`src/rtl/mqtt_fhd_pkg.sv`:
```
// ----------------------------------------------------------------------------
// mqtt_fhd_pkg
// Shared types and constants for the mqtt fixed header deframer.
// ----------------------------------------------------------------------------
package mqtt_fhd_pkg;

  localparam int unsigned MaxLengthBytesDefault = 4;

  localparam int unsigned LenW   = 28;
  localparam int unsigned CountW = 3;
  localparam int unsigned TdataOutW = 48;
  localparam int unsigned TuserOutW = 3;

  typedef enum logic [1:0] {
    PH_HEADER  = 2'd0,
    PH_LENGTH  = 2'd1,
    PH_PAYLOAD = 2'd2
  } phase_e;

  typedef enum logic [1:0] {
    KIND_HEADER  = 2'd0,
    KIND_LENGTH  = 2'd1,
    KIND_PAYLOAD = 2'd2
  } byte_kind_e;

endpackage

```
`src/rtl/mqtt_fixed_header_deframer_unit.sv`:
```
// ----------------------------------------------------------------------------
// mqtt_fixed_header_deframer_unit
// Tags each byte of an mqtt 3.1.1 stream as header, length or payload byte.
// ----------------------------------------------------------------------------
// Usage:
//   s_axis carries one raw stream byte per request. m_axis returns exactly one
//   result per byte: the byte itself, its kind, the current packet type and
//   flags, the remaining length decoded so far, and the length done, last
//   (tlast) and malformed flags.
//   A byte accepted at one edge shows its result at the output register
//   after that edge. Throughput is one byte per cycle while the receiver
//   takes results, set by the single per-byte length/payload tracker update.
//   s_axis_tready stays high while the output register is empty or is being
//   taken in the same cycle; when the receiver stalls, the result holds and
//   the input stalls with it, no byte is lost.
//   A length field running past MAX_LENGTH_BYTES bytes flags the offending
//   byte as malformed and the parser returns to expect a header byte.
//   Reset puts the parser in the expect-header state with an empty output.
// ----------------------------------------------------------------------------
module mqtt_fixed_header_deframer_unit
  import mqtt_fhd_pkg::*;
#(
  parameter int unsigned MAX_LENGTH_BYTES = MaxLengthBytesDefault
) (
  input  logic                 clk_i,
  input  logic                 rst_ni,
  input  logic                 s_axis_tvalid_i,
  output logic                 s_axis_tready_o,
  // [7:0] data_byte
  input  logic [7:0]           s_axis_tdata_i,
  output logic                 m_axis_tvalid_o,
  input  logic                 m_axis_tready_i,
  // [7:0] out_byte, [11:8] packet_type, [15:12] header_flags,
  // [43:16] remaining_length, [44] length_done, [47:45] zero
  output logic [TdataOutW-1:0] m_axis_tdata_o,
  // [1:0] byte_kind, [2] malformed
  output logic [TuserOutW-1:0] m_axis_tuser_o,
  // last
  output logic                 m_axis_tlast_o
);

  phase_e            phase_q, phase_d;
  logic [CountW-1:0] count_q, count_d;
  logic [LenW-1:0]   accum_q, accum_d;
  logic [LenW-1:0]   left_q, left_d;
  logic [3:0]        type_q, type_d;
  logic [3:0]        flags_q, flags_d;

  logic              out_valid_q;
  logic [7:0]        out_byte_q;
  byte_kind_e        out_kind_q, kind_d;
  logic [3:0]        out_type_q, out_flags_q;
  logic [LenW-1:0]   out_len_q;
  logic              out_done_q, done_d;
  logic              out_last_q, last_d;
  logic              out_bad_q, bad_d;

  logic              in_fire;
  logic [LenW-1:0]   group_shifted;
  logic [LenW-1:0]   accum_sum;
  logic [LenW-1:0]   left_dec;

  assign s_axis_tready_o = !out_valid_q || m_axis_tready_i;
  assign in_fire         = s_axis_tvalid_i && s_axis_tready_o;

  // 7-bit group placed by length byte index, least significant group first
  always_comb begin
    case (count_q[1:0])
      2'd0:    group_shifted = {21'd0, s_axis_tdata_i[6:0]};
      2'd1:    group_shifted = {14'd0, s_axis_tdata_i[6:0], 7'd0};
      2'd2:    group_shifted = {7'd0, s_axis_tdata_i[6:0], 14'd0};
      default: group_shifted = {s_axis_tdata_i[6:0], 21'd0};
    endcase
  end

  assign accum_sum = accum_q + group_shifted;
  assign left_dec  = left_q - LenW'(1);

  always_comb begin
    phase_d = phase_q;
    count_d = count_q;
    accum_d = accum_q;
    left_d  = left_q;
    type_d  = type_q;
    flags_d = flags_q;
    kind_d  = KIND_HEADER;
    done_d  = 1'b0;
    last_d  = 1'b0;
    bad_d   = 1'b0;
    case (phase_q)
      PH_LENGTH: begin
        kind_d = KIND_LENGTH;
        if (count_q >= CountW'(MAX_LENGTH_BYTES)) begin
          bad_d   = 1'b1;
          phase_d = PH_HEADER;
        end else begin
          accum_d = accum_sum;
          count_d = count_q + CountW'(1);
          if (!s_axis_tdata_i[7]) begin
            done_d = 1'b1;
            if (accum_sum == '0) begin
              last_d  = 1'b1;
              phase_d = PH_HEADER;
            end else begin
              left_d  = accum_sum;
              phase_d = PH_PAYLOAD;
            end
          end
        end
      end
      PH_PAYLOAD: begin
        kind_d = KIND_PAYLOAD;
        left_d = left_dec;
        if (left_dec == '0) begin
          last_d  = 1'b1;
          phase_d = PH_HEADER;
        end
      end
      default: begin
        type_d  = s_axis_tdata_i[7:4];
        flags_d = s_axis_tdata_i[3:0];
        count_d = '0;
        accum_d = '0;
        left_d  = '0;
        phase_d = PH_LENGTH;
      end
    endcase
  end

  always_ff @(posedge clk_i or negedge rst_ni) begin
    if (!rst_ni) begin
      phase_q <= PH_HEADER;
      count_q <= '0;
      accum_q <= '0;
      left_q  <= '0;
      type_q  <= '0;
      flags_q <= '0;
    end else if (in_fire) begin
      phase_q <= phase_d;
      count_q <= count_d;
      accum_q <= accum_d;
      left_q  <= left_d;
      type_q  <= type_d;
      flags_q <= flags_d;
    end
  end

  always_ff @(posedge clk_i or negedge rst_ni) begin
    if (!rst_ni) begin
      out_valid_q <= 1'b0;
    end else if (in_fire) begin
      out_valid_q <= 1'b1;
    end else if (m_axis_tready_i) begin
      out_valid_q <= 1'b0;
    end
  end

  always_ff @(posedge clk_i) begin
    if (in_fire) begin
      out_byte_q  <= s_axis_tdata_i;
      out_kind_q  <= kind_d;
      out_type_q  <= type_d;
      out_flags_q <= flags_d;
      out_len_q   <= accum_d;
      out_done_q  <= done_d;
      out_last_q  <= last_d;
      out_bad_q   <= bad_d;
    end
  end

  assign m_axis_tvalid_o = out_valid_q;
  assign m_axis_tdata_o  = {3'd0, out_done_q, out_len_q, out_flags_q, out_type_q, out_byte_q};
  assign m_axis_tuser_o  = {out_bad_q, out_kind_q};
  assign m_axis_tlast_o  = out_last_q;

  // a malformed byte is always a length byte that neither ends nor completes
  assert property (@(posedge clk_i) disable iff (!rst_ni)
    (out_valid_q && out_bad_q) |->
      (out_kind_q == KIND_LENGTH && !out_last_q && !out_done_q))
    else $error("malformed result with wrong tags");

  // a header byte starts a packet: no length yet, never the end
  assert property (@(posedge clk_i) disable iff (!rst_ni)
    (out_valid_q && out_kind_q == KIND_HEADER) |->
      (!out_last_q && out_len_q == '0 && !out_done_q))
    else $error("header result with length or last set");

  // payload bytes only follow a nonzero remaining length
  assert property (@(posedge clk_i) disable iff (!rst_ni)
    (out_valid_q && out_kind_q == KIND_PAYLOAD) |-> (out_len_q != '0))
    else $error("payload byte with zero remaining length");

  // an accepted header byte always moves the parser into the length field
  assert property (@(posedge clk_i) disable iff (!rst_ni)
    (in_fire && phase_q == PH_HEADER) |=> (phase_q == PH_LENGTH && count_q == '0))
    else $error("header byte did not enter length phase");

endmodule

```
`config.mk`:
```
export PLATFORM = sky130hd
export DESIGN_NAME = mqtt_fixed_header_deframer_unit
export DESIGN_NICKNAME = d
export VERILOG_FILES = /design/src/rtl/mqtt_fhd_pkg.sv /design/src/rtl/mqtt_fixed_header_deframer_unit.sv
export SDC_FILE = /design/constraint.sdc
export NUM_CORES = 1
export LEC_CHECK = 0
export ABC_AREA = 1
export BUFFER_PORTS_ARGS = -buffer_cell sky130_fd_sc_hd__buf_2
export CAP_MARGIN = 20
export CORE_ASPECT_RATIO = 1.2
export CORE_MARGIN = 5
export CORE_UTILIZATION = 55
export CTS_CLUSTER_SIZE = 40
export DETAILED_ROUTE_END_ITERATION = 10
export PLACE_DENSITY = 0.71
export SLEW_MARGIN = 5
export SYNTH_ARGS = -nofsm -noshare
export SYNTH_HDL_FRONTEND = slang
export SYNTH_SLANG_ARGS = --single-unit
export TNS_END_PERCENT = 1
```
`constraint.sdc`:
```
create_clock -name clk_i -period 5.9 [get_ports clk_i]
set_input_delay 0.59 -clock clk_i [delete_from_list [all_inputs] [get_ports clk_i]]
set_output_delay 0.59 -clock clk_i [all_outputs]
set_load 0.03 [all_outputs]
```
==> results of run 1 <==
[layout make-up]
| type | instances | area [sq um] | area share [%] |
|---|---|---|---|
| multi-input combinational | 902 | 4410 | 45.87 |
| tap | 208 | 260.3 | 2.707 |
| clock inverter | 14 | 117.6 | 1.223 |
| clock buffer | 18 | 439.2 | 4.568 |
| inverter | 214 | 805.8 | 8.381 |
| timing repair buffer | 68 | 357.8 | 3.722 |
| sequential | 119 | 3223 | 33.52 |
[metal layers]
metal  wire (um)  vias up
li1            -     4135
met1       10970     3810
met2       11930      237
met3        1219       44
met4         630        0
met5           0        -
[cell usage in the layout, fill, tap and decap left out, types with 4 or more instances in the layout]
master     Yosys  final
nand2_1      429    429
inv_1        208    208
nor2_1       117    117
dfrtp_1       70     70
buf_2          2     61
nand3_1       60     60
o21ai_0       59     59
edfxtp_1      49     49
nand4_1       48     48
a21oi_1       42     42
ha_1          36     36
o22ai_1       25     25
clkbuf_16      0     17
xor2_1        15     15
nor3_1        12     12
nor2_2        11     11
nand3b_1       8      8
xnor2_1        8      8
nand2_2        7      7
buf_4          6      7
inv_6          0      5
and2_1         4      4
clkinv_4       0      4
[kinds of logic (layout without fill, tap and decap cells)]
logic type               count (synthesis)  in the layout  share of synthesized area (%)
flip-flops                             119            119                          37.33
AO/OA/AOI/OAI                          133            133                          8.303
other                                    1              3                        0.04343
XOR/XNOR                                23             23                          2.333
buffers and inverters                  252            314                          11.68
AND/OR/NAND/NOR                        706            706                          34.86
adder cells (fa/ha/maj)                 37             37                          5.448
[power by group through the flow]
stage	combinational, W	clock (W)	sequential, W
final	0.00252	0.000986	0.00117
after global routing	0.00282	0.00103	0.00119
after CTS	0.00249	0.000992	0.00117
after detailed placement	0.00247	0	0.00118
after global placement	0.00245	0	0.00117
after floorplan	0.00178	0	0.00125
[flip-flops by register name, summed over array words and instances (netlist names)]
signal	cells
out_len_q	28
flags_q	4
accum_q	28
m_axis_tvalid_o	1
out_byte_q	8
type_q	4
out_kind_q	2
out_done_q	1
out_bad_q	1
m_axis_tlast_o	1
phase_q	2
out_type_q	4
left_q	28
out_flags_q	4
count_q	3
[path summary, 6_finish.rpt]
kind,start,slack [ps],to,cells after the start
setup / recovery,count_q[0],1540,left_q[18],20
hold / removal,rst_ni,310,type_q[3],1
setup reg to reg,count_q[0],1540,left_q[18],20
hold reg to reg,left_q[0],510,left_q[0],2
max in group asynchronous,rst_ni,4970,left_q[6],1
min in group clk_i,m_axis_tready_i,430,m_axis_tvalid_o,4
[through the flow]
| stage | area (sq um) | power (W) | util (%) | instances |
|---|---|---|---|---|
| after floorplan | 8642 | 0.003033 | - | 1273 |
| after global placement | 9057 | 0.003628 | 58.38 | 1511 |
| after detailed placement | 9057 | 0.003648 | 58.38 | 1511 |
| after CTS | 9614 | 0.004650 | 61.97 | 1543 |
| after global routing | 9614 | 0.005039 | 61.97 | 1543 |
| final | 9614 | 0.004675 | 61.97 | 1543 |
[worst reg2reg max path, cell delays in order (launching register included)]
cell	delay, ps
dfrtp_1	420
ha_1	440
nor3_1	360
ha_1	310
inv_1	80
fa_1	400
inv_1	120
nand3_1	70
nand3_1	160
nand2_1	100
nand2_1	140
nand3_1	120
nand3_1	90
nand2_1	150
nor2_1	130
nand2_1	70
nor2_2	150
nand4_4	380
nand3_4	430
nand2_1	100
nand2_1	80
==> results.txt, run 1 <==
The minimum clock period after layout is 4360 ps. Along the worst path, the maximum fanout reaches 29. The top-level I/O count is 66. In this run the power spent charging and discharging nets is 0.002319 W. The worst clock skew on the final layout came out at 11.92 ps. The required time of the critical path came out at 6250 ps. The share of power burned in the clock network came out at 21.1%. The family with the most delay on the worst path is simple AND/OR/NAND/NOR gates. After global routing the overflow that remains totals 0.

The number of buffers on the longest clock path came out at 2. Dividing the detail-routed wire length by the instance count gives 16.04 um. In the post-synthesis netlist, the biggest area contributors are dfrtp_1 (20%), nand2_1 (19%), edfxtp_1 (17%), inv_1 (9.0%), ha_1 (5.2%). The achievable clock frequency is 229.4 MHz.

The number of enable-type register cells in the synthesized netlist is 49. The highest ir drop seen on vdd came out at 0.0002227 V. The most used flip-flop cell after synthesis is dfrtp_1. The number of synthesis warnings came out at 0. The max-capacitance violation count came out at 0.

The number of failing hold endpoints at the final stage is 0. The critical path in this run is classified as flip-flop to flip-flop. The iteration count of the initial detailed-routing pass is 5. Sorting the synthesized cells by how often they occur yields nand2_1 (429), inv_1 (208), nor2_1 (117), dfrtp_1 (70), nand3_1 (60). The combinational power share is 53.9%. The post-cts sizing count is 0. The full die area came out at 18320 sq um. The largest incremental delay on the critical path came out at 430 ps.

The worst-case headroom to the max-slew limit came out at 26.48%. The number of instances in the synthesized netlist came out at 1271. The first-pass GRT wire length is 39.93 mm. The cell area power density is 486.3 nW/um^2.

The clock latency on the worst-skew pair came out at 430 ps. The total length of routed wires is 24.75 mm. The cell with the most instances after synthesis is nand2_1. The H-tree generated during clock tree synthesis spans 4 levels.

The transition at the pin with the smallest max-transition slack is 1100 ps. Counting the fill cells in the layout gives 1529. The worst slack at placement came out at 1620 ps.

The fraction of layout instances using a drive strength above 1 is 9.663%. The flow ran to the end, and the final reports show no timing, DRC or antenna violations. The slowest stage of the critical path belongs to the cell ha_1. The endpoint arrival time on the critical path came out at 4710 ps. The total half-perimeter wirelength after legalization and detailed placement came out at 18.65 mm. Setup violations remaining at the end of the flow were counted as 0. The total of flip-flops plus latches after synthesis is 119. Setup repair after global routing left no endpoint under its margin.

The final sum of negative setup slack is 0 ps. Hold timing on the final database bottoms out at a slack of 308.5 ps. The final max-slew violation count came out at 0. The global-route track usage on met1 came out at 35.79%.

The total number of placement rows came out at 50. The initial antenna violation count came out at 0. CTS placed an instance of clkbuf_16 at the clock tree root.

The share of flip-flops with an asynchronous set or reset after synthesis came out at 58.82%. The count of buffers added by post-CTS timing repair for setup is 0. The maximum number of pins on one net before global-route repair is 71. The total number of nets in the final design is 1371.

The worst setup path is launched from a flip-flop. The hold buffer count at cts came out at 0. The global placement routability congestion is 0.9460.

The global-route usage over all layers is 27.12%. The total inserted antenna cells is 0. Averaged over all synthesized cells, the footprint is 6.793 sq um. The number of nets with antenna violations after routing came out at 0. The critical path contains buffers and inverters numbering 2 combined.

The area share of the leading cell type in the synthesized netlist came out at 20.29%. The floorplan step set the die width to 124.4 um. The detailed-route DRC error count is 0. The minimum setup slack in the final design came out at 1540 ps. TritonCTS built the clock tree.

Traced cell by cell, the critical path runs through ha_1 -> nor3_1 -> ha_1 -> inv_1 -> fa_1 -> inv_1 -> nand3_1 -> nand3_1 -> nand2_1 -> nand2_1 -> nand3_1 -> nand3_1 -> nand2_1 -> nor2_1 -> nand2_1 -> nor2_2 -> nand4_4 -> nand3_4 -> nand2_1 -> nand2_1. The total number of clock tree sinks is 119. The post-synthesis cell type count came out at 39. The final clock period utilization by the worst path came out at 73.89%. The post-synthesis instance area is 8635 sq um. The height of the die came out at 147.3 um. The power share of the sequential group is 25.0%. After clock tree synthesis, the clock-pin slew on the worst setup and hold paths is 70 ps. In the routed layout, each cell is associated on average with a via count of 5.331. The met2 track demand over resource is 45.62%. The net switching fraction of the power is 49.59%. The DRC violation total after the first TritonRoute iteration is 753.

The min-delay analysis places its worst path in the category input pin to asynchronous set/reset pin. The count of input and output buffers is 62. The number of CTS-inserted buffers came out at 17. After synthesis, flip-flops and latches occupy 37.33% of the total area. The most congested layer reported by global routing is met2. By instance count, the cell type seen most on the critical path is nand2_1. The leakage power of the design came out at 5.003 nW. The number of vias after detailed routing is 8226. The internal power of the cells totals 0.002357 W.

The initial standard-cell utilization of the core came out at 55.65%. The capturing element type of the critical path is a flip-flop. The area growth from synthesis to layout is 11.35%. The via count of the first global-routing pass is 7720.

The global routing met3 resource utilization came out at 4.109%. In this run the standard cell core region covers 15510 sq um. The biggest area contributor in the post-synthesis netlist is dfrtp_1.
No activity file was read; power rests on OpenSTA's default activity.
==> inputs of run 2 (changes only) <==
ABC_AREA = 0   (was 1)
PLACE_DENSITY = 0.74   (was 0.71)
clock period = 3.97 ns   (was 5.9 ns; I/O delays follow)
==> results.txt, run 2 <==
The fill cell instance count of the final layout was 1061 (-31%). The final sum of negative setup slack is -7752 ps (-7752 ps). The average wire per cell in the routed design came out at 20.74 um (+29%).

The total global routing overflow is 0 (unchanged). The endpoint arrival time on the critical path came out at 4680 ps (-30 ps). STA classifies the critical path startpoint as a flip-flop. The number of vias after detailed routing came out at 7345 (-11%). The initial standard-cell utilization of the core is 56.38% (+0.73 points). The worst clock skew on the final layout is 8.137 ps (-3.787 ps).

The flow ran to the end, but the final reports show violations. The worst-case headroom to the max-slew limit is 44.98% (+18 points). In this run the worst hold path is classified as input pin to asynchronous set/reset pin. The detailed-route DRC error count came out at 0 (unchanged). The achievable clock frequency came out at 228.7 MHz (-0.31%). The total length of routed wires is 25.33 mm (+2.3%).

The most common cell after layout, fill and taps aside is buf_4. The DRC violation total after the first TritonRoute iteration is 628 (-17%). The final reports fail on setup timing. The post-synthesis cell type count came out at 71 (+82%).

The number of instances in the synthesized netlist was 855 (-33%). The post-synthesis instance area is 7858 sq um (-9.0%). The number of CTS-inserted buffers came out at 17 (unchanged). In this design, the critical path's most frequently occurring cell is buf_4.

The die width came to 119.1 um (-4.2%). By area the synthesized netlist is led by dfrtp_1 (22%), edfxtp_1 (19%), nand2_1 (6.4%), ha_1 (5.7%), a21oi_1 (2.9%). The height of the die is 140.9 um (-4.3%). The total number of placement rows is 47 (-6.0%). The number of failing hold endpoints at the final stage is 0 (unchanged).

The minimum setup slack in the final design is -403.1 ps (-1943 ps). The hold buffer count at cts is 0 (unchanged). The largest area contributor in the netlist is dfrtp_1. The clock root buffer is clkbuf_16.

The total number of clock tree sinks is 119 (unchanged). The largest incremental delay on the critical path is 420 ps (about the same). The clock edge transition at the registers on the reported setup and hold paths came to 60 ps (about the same). The total number of nets in the final design came out at 1085 (-21%). The highest ir drop seen on vdd is 0.0004967 V (+120%). The minimum clock period after layout is 4373 ps (+13.44 ps). TritonCTS built the clock tree. The portion of the post-synthesis area used by sequential elements is 41.02% (+3.7 points). The cell area power density came to 695.6 nW/um^2 (+43%).

The area overhead of the layout relative to synthesis is 28.44%. The area share of the leading cell type in the synthesized netlist is 22.29% (+2.0 points). Setup repair after global routing could not meet its margin everywhere. The max-capacitance violation count is 0 (unchanged). The vias per cell is 6.016 (+13%). The worst setup path is captured at a flip-flop. Yosys instantiated no cell more often than nand2_1. The startpoint-to-endpoint class of the critical path is flip-flop to flip-flop. The first-pass GRT wire length came out at 39.79 mm (-0.35%).

The area taken by flip-flops and latches is 3226 sq um (about the same). The number of enable-type register cells in the synthesized netlist was 49 (unchanged). The maximum number of pins on one net before global-route repair is 39 (-45%). The leakage power of the design came out at 4.613 nW (-7.8%).

The via count of the first global-routing pass came to 7435 (-3.7%). The count of input and output buffers came out at 62 (unchanged). By count the netlist is led by nand2_1 (134), dfrtp_1 (70), nor2_1 (61), edfxtp_1 (49), a21oi_1 (46). The final setup violation count came out at 30 (+30).

The area of the placeable core is 13940 sq um (-10%). The final clock period utilization by the worst path is 110.2% (+36 points). Among all stages on the critical path, the largest delay is contributed by dfrtp_2. The required time of the critical path came to 4270 ps (-1980 ps). The cell area after layout was 10090 sq um (+5.0%).

The top-level I/O count is 66 (unchanged). The clock latency on the worst-skew pair came out at 420 ps (about the same). The synthesized area divided by synthesized cell count is 9.190 sq um (+35%). The global placement routability congestion is 1.029 (+8.8%). The critical path goes through inv_2 -> ha_1 -> nor2b_4 -> buf_4 -> and2_1 -> ha_1 -> o211ai_1 -> a21o_4 -> a211oi_4 -> buf_4 -> buf_4 -> nor3_1 -> o21bai_1 -> buf_4 -> xor2_1 -> or3_4 -> nor4_4 -> buf_4 -> or4b_4 -> inv_2 -> a221o_1. The iteration count of the initial detailed-routing pass was 5 (unchanged).

The total half-perimeter wirelength after legalization and detailed placement is 18.97 mm (+1.7%). The fraction of layout instances using a drive strength above 1 came out at 31.08% (+21 points). The total of flip-flops plus latches after synthesis is 119 (unchanged). The share of flip-flops with an asynchronous set or reset after synthesis was 58.82% (unchanged). The number of nets with antenna violations after routing is 0 (unchanged). The number of synthesis warnings is 0 (unchanged). The full die area came to 16790 sq um (-8.3%). The slack of the worst reg-to-reg path came out at -400 ps (-1940 ps). The global-route usage over all layers came out at 30.39% (+3.3 points).

The CTS H-tree depth is 4 (unchanged). The final max-slew violation count is 0 (unchanged). The initial antenna violation count came out at 0 (unchanged). The combined area of the multi-input logic cells was 4519 sq um (+2.5%). The number of buffers on the longest clock path came out at 2 (unchanged). The most used flip-flop cell after synthesis is dfrtp_1. Leaving out fill and tap cells, the most frequent cells in the layout are buf_4 (152), nand2_1 (134), dfrtp_1 (68). The largest registers in the layout are accum_q: 28 flops, left_q: 28 flops, out_len_q: 28 flops.

The highest net fanout along the worst path is 6 (-79%). The transition at the pin with the smallest max-transition slack is 825.3 ps (-274.8 ps). The placed standard-cell area is 9264 sq um (+2.3%).
-- run 2: changes by cell type in the layout (fill, tap and decap cells not counted), moves of 21 or more --
cell     previous run  this run
a22o_1              0        22
and2_1              4        30
buf_4               7       152
inv_1             208        21
nand2_1           429       134
nand3_1            60         7
nand4_1            48        11
nor2_1            117        59
o21ai_0            59        38
o22ai_1            25         3
-- run 2: worst max-delay path, delay by kind of cell (launching register included) --
kind / cells / cell delay [ps]
xor gates and xnor gates: 1 / 150
AOI/OAI and AO/OA: 5 / 1020
adders and majority gates: 2 / 510
and+or+nand+nor: 6 / 1330
buffers and inverters: 7 / 830
DFF: 1 / 420
-- run 2: worst paths after layout --
check / from / endpoint / depth (start not counted)
hold / removal: rst_ni / accum_q[15] / 1
hold reg to reg: type_q[2] / type_q[2] / 1
max in group asynchronous: rst_ni / left_q[27] / 2
setup / recovery: count_q[0] / left_q[13] / 21
min in group clk_i: s_axis_tvalid_i / m_axis_tvalid_o / 2
setup reg to reg: count_q[0] / left_q[13] / 21
-- run 2: kinds of logic after synthesis --
family,after synthesis,share of synthesized area [%]
xor+xnor,36,4.013
fa+ha+maj,37,5.987
flops,119,41.02
compound gates,227,19.63
other cells,1,0.04772
mux,26,3.949
buf+inv,81,4.634
simple gates,328,20.72
-- run 2: area by class of cell --
| class | instances | share of cell area (%) |
|---|---|---|
| multi-input cells | 657 | 44.78 |
| flip-flops and latches | 119 | 31.96 |
| well taps | 171 | 2.120 |
| diodes | 1 | 0.02480 |
| clock inverters | 13 | 1.190 |
| repair buffers | 216 | 14.60 |
| clock buffers | 19 | 4.389 |
| inverters | 25 | 0.9298 |
-- run 2: power by group --
group | leakage (nW) | switching [W] | total [W] | internal [W]
Clock | 0.271 | 0.000591 | 0.00147 | 0.000881
Combinational | 2.95 | 0.00204 | 0.00361 | 0.00157
Sequential | 1.40 | 0.000318 | 0.00194 | 0.00162
-- run 2: timing repair --
action,in CTS,in global routing
endpoints found under the hold margin,0,0
resized for setup,40,4
buffers inserted,9,0
pin swaps,18,5
endpoints found under the setup margin,30,30
-- run 2: metrics by stage --
stage                     hold WS (ps)  worst slack [ps]  power (W)  utilization (%)  cells
after floorplan                  101.4            -211.5   0.003959                -    857
after global placement           485.1            -464.8   0.005205            66.47   1180
after detailed placement         492.9            -577.0   0.005300            66.47   1180
after CTS                        74.90            -325.7   0.006950            72.26   1220
after global routing             113.2            -527.5   0.007375            72.39   1220
final                            59.27            -403.1   0.007020            72.41   1221
-- run 2: per-layer routing --
| metal | global-route usage, % | share of wire, % | up-vias |
|---|---|---|---|
| li1 | - | - | 3446 |
| met1 | 34.86 | 38 | 3557 |
| met2 | 53.77 | 52 | 270 |
| met3 | 5.569 | 5.1 | 72 |
| met4 | 15.99 | 4.9 | 0 |
| met5 | 0 | 0 | - |
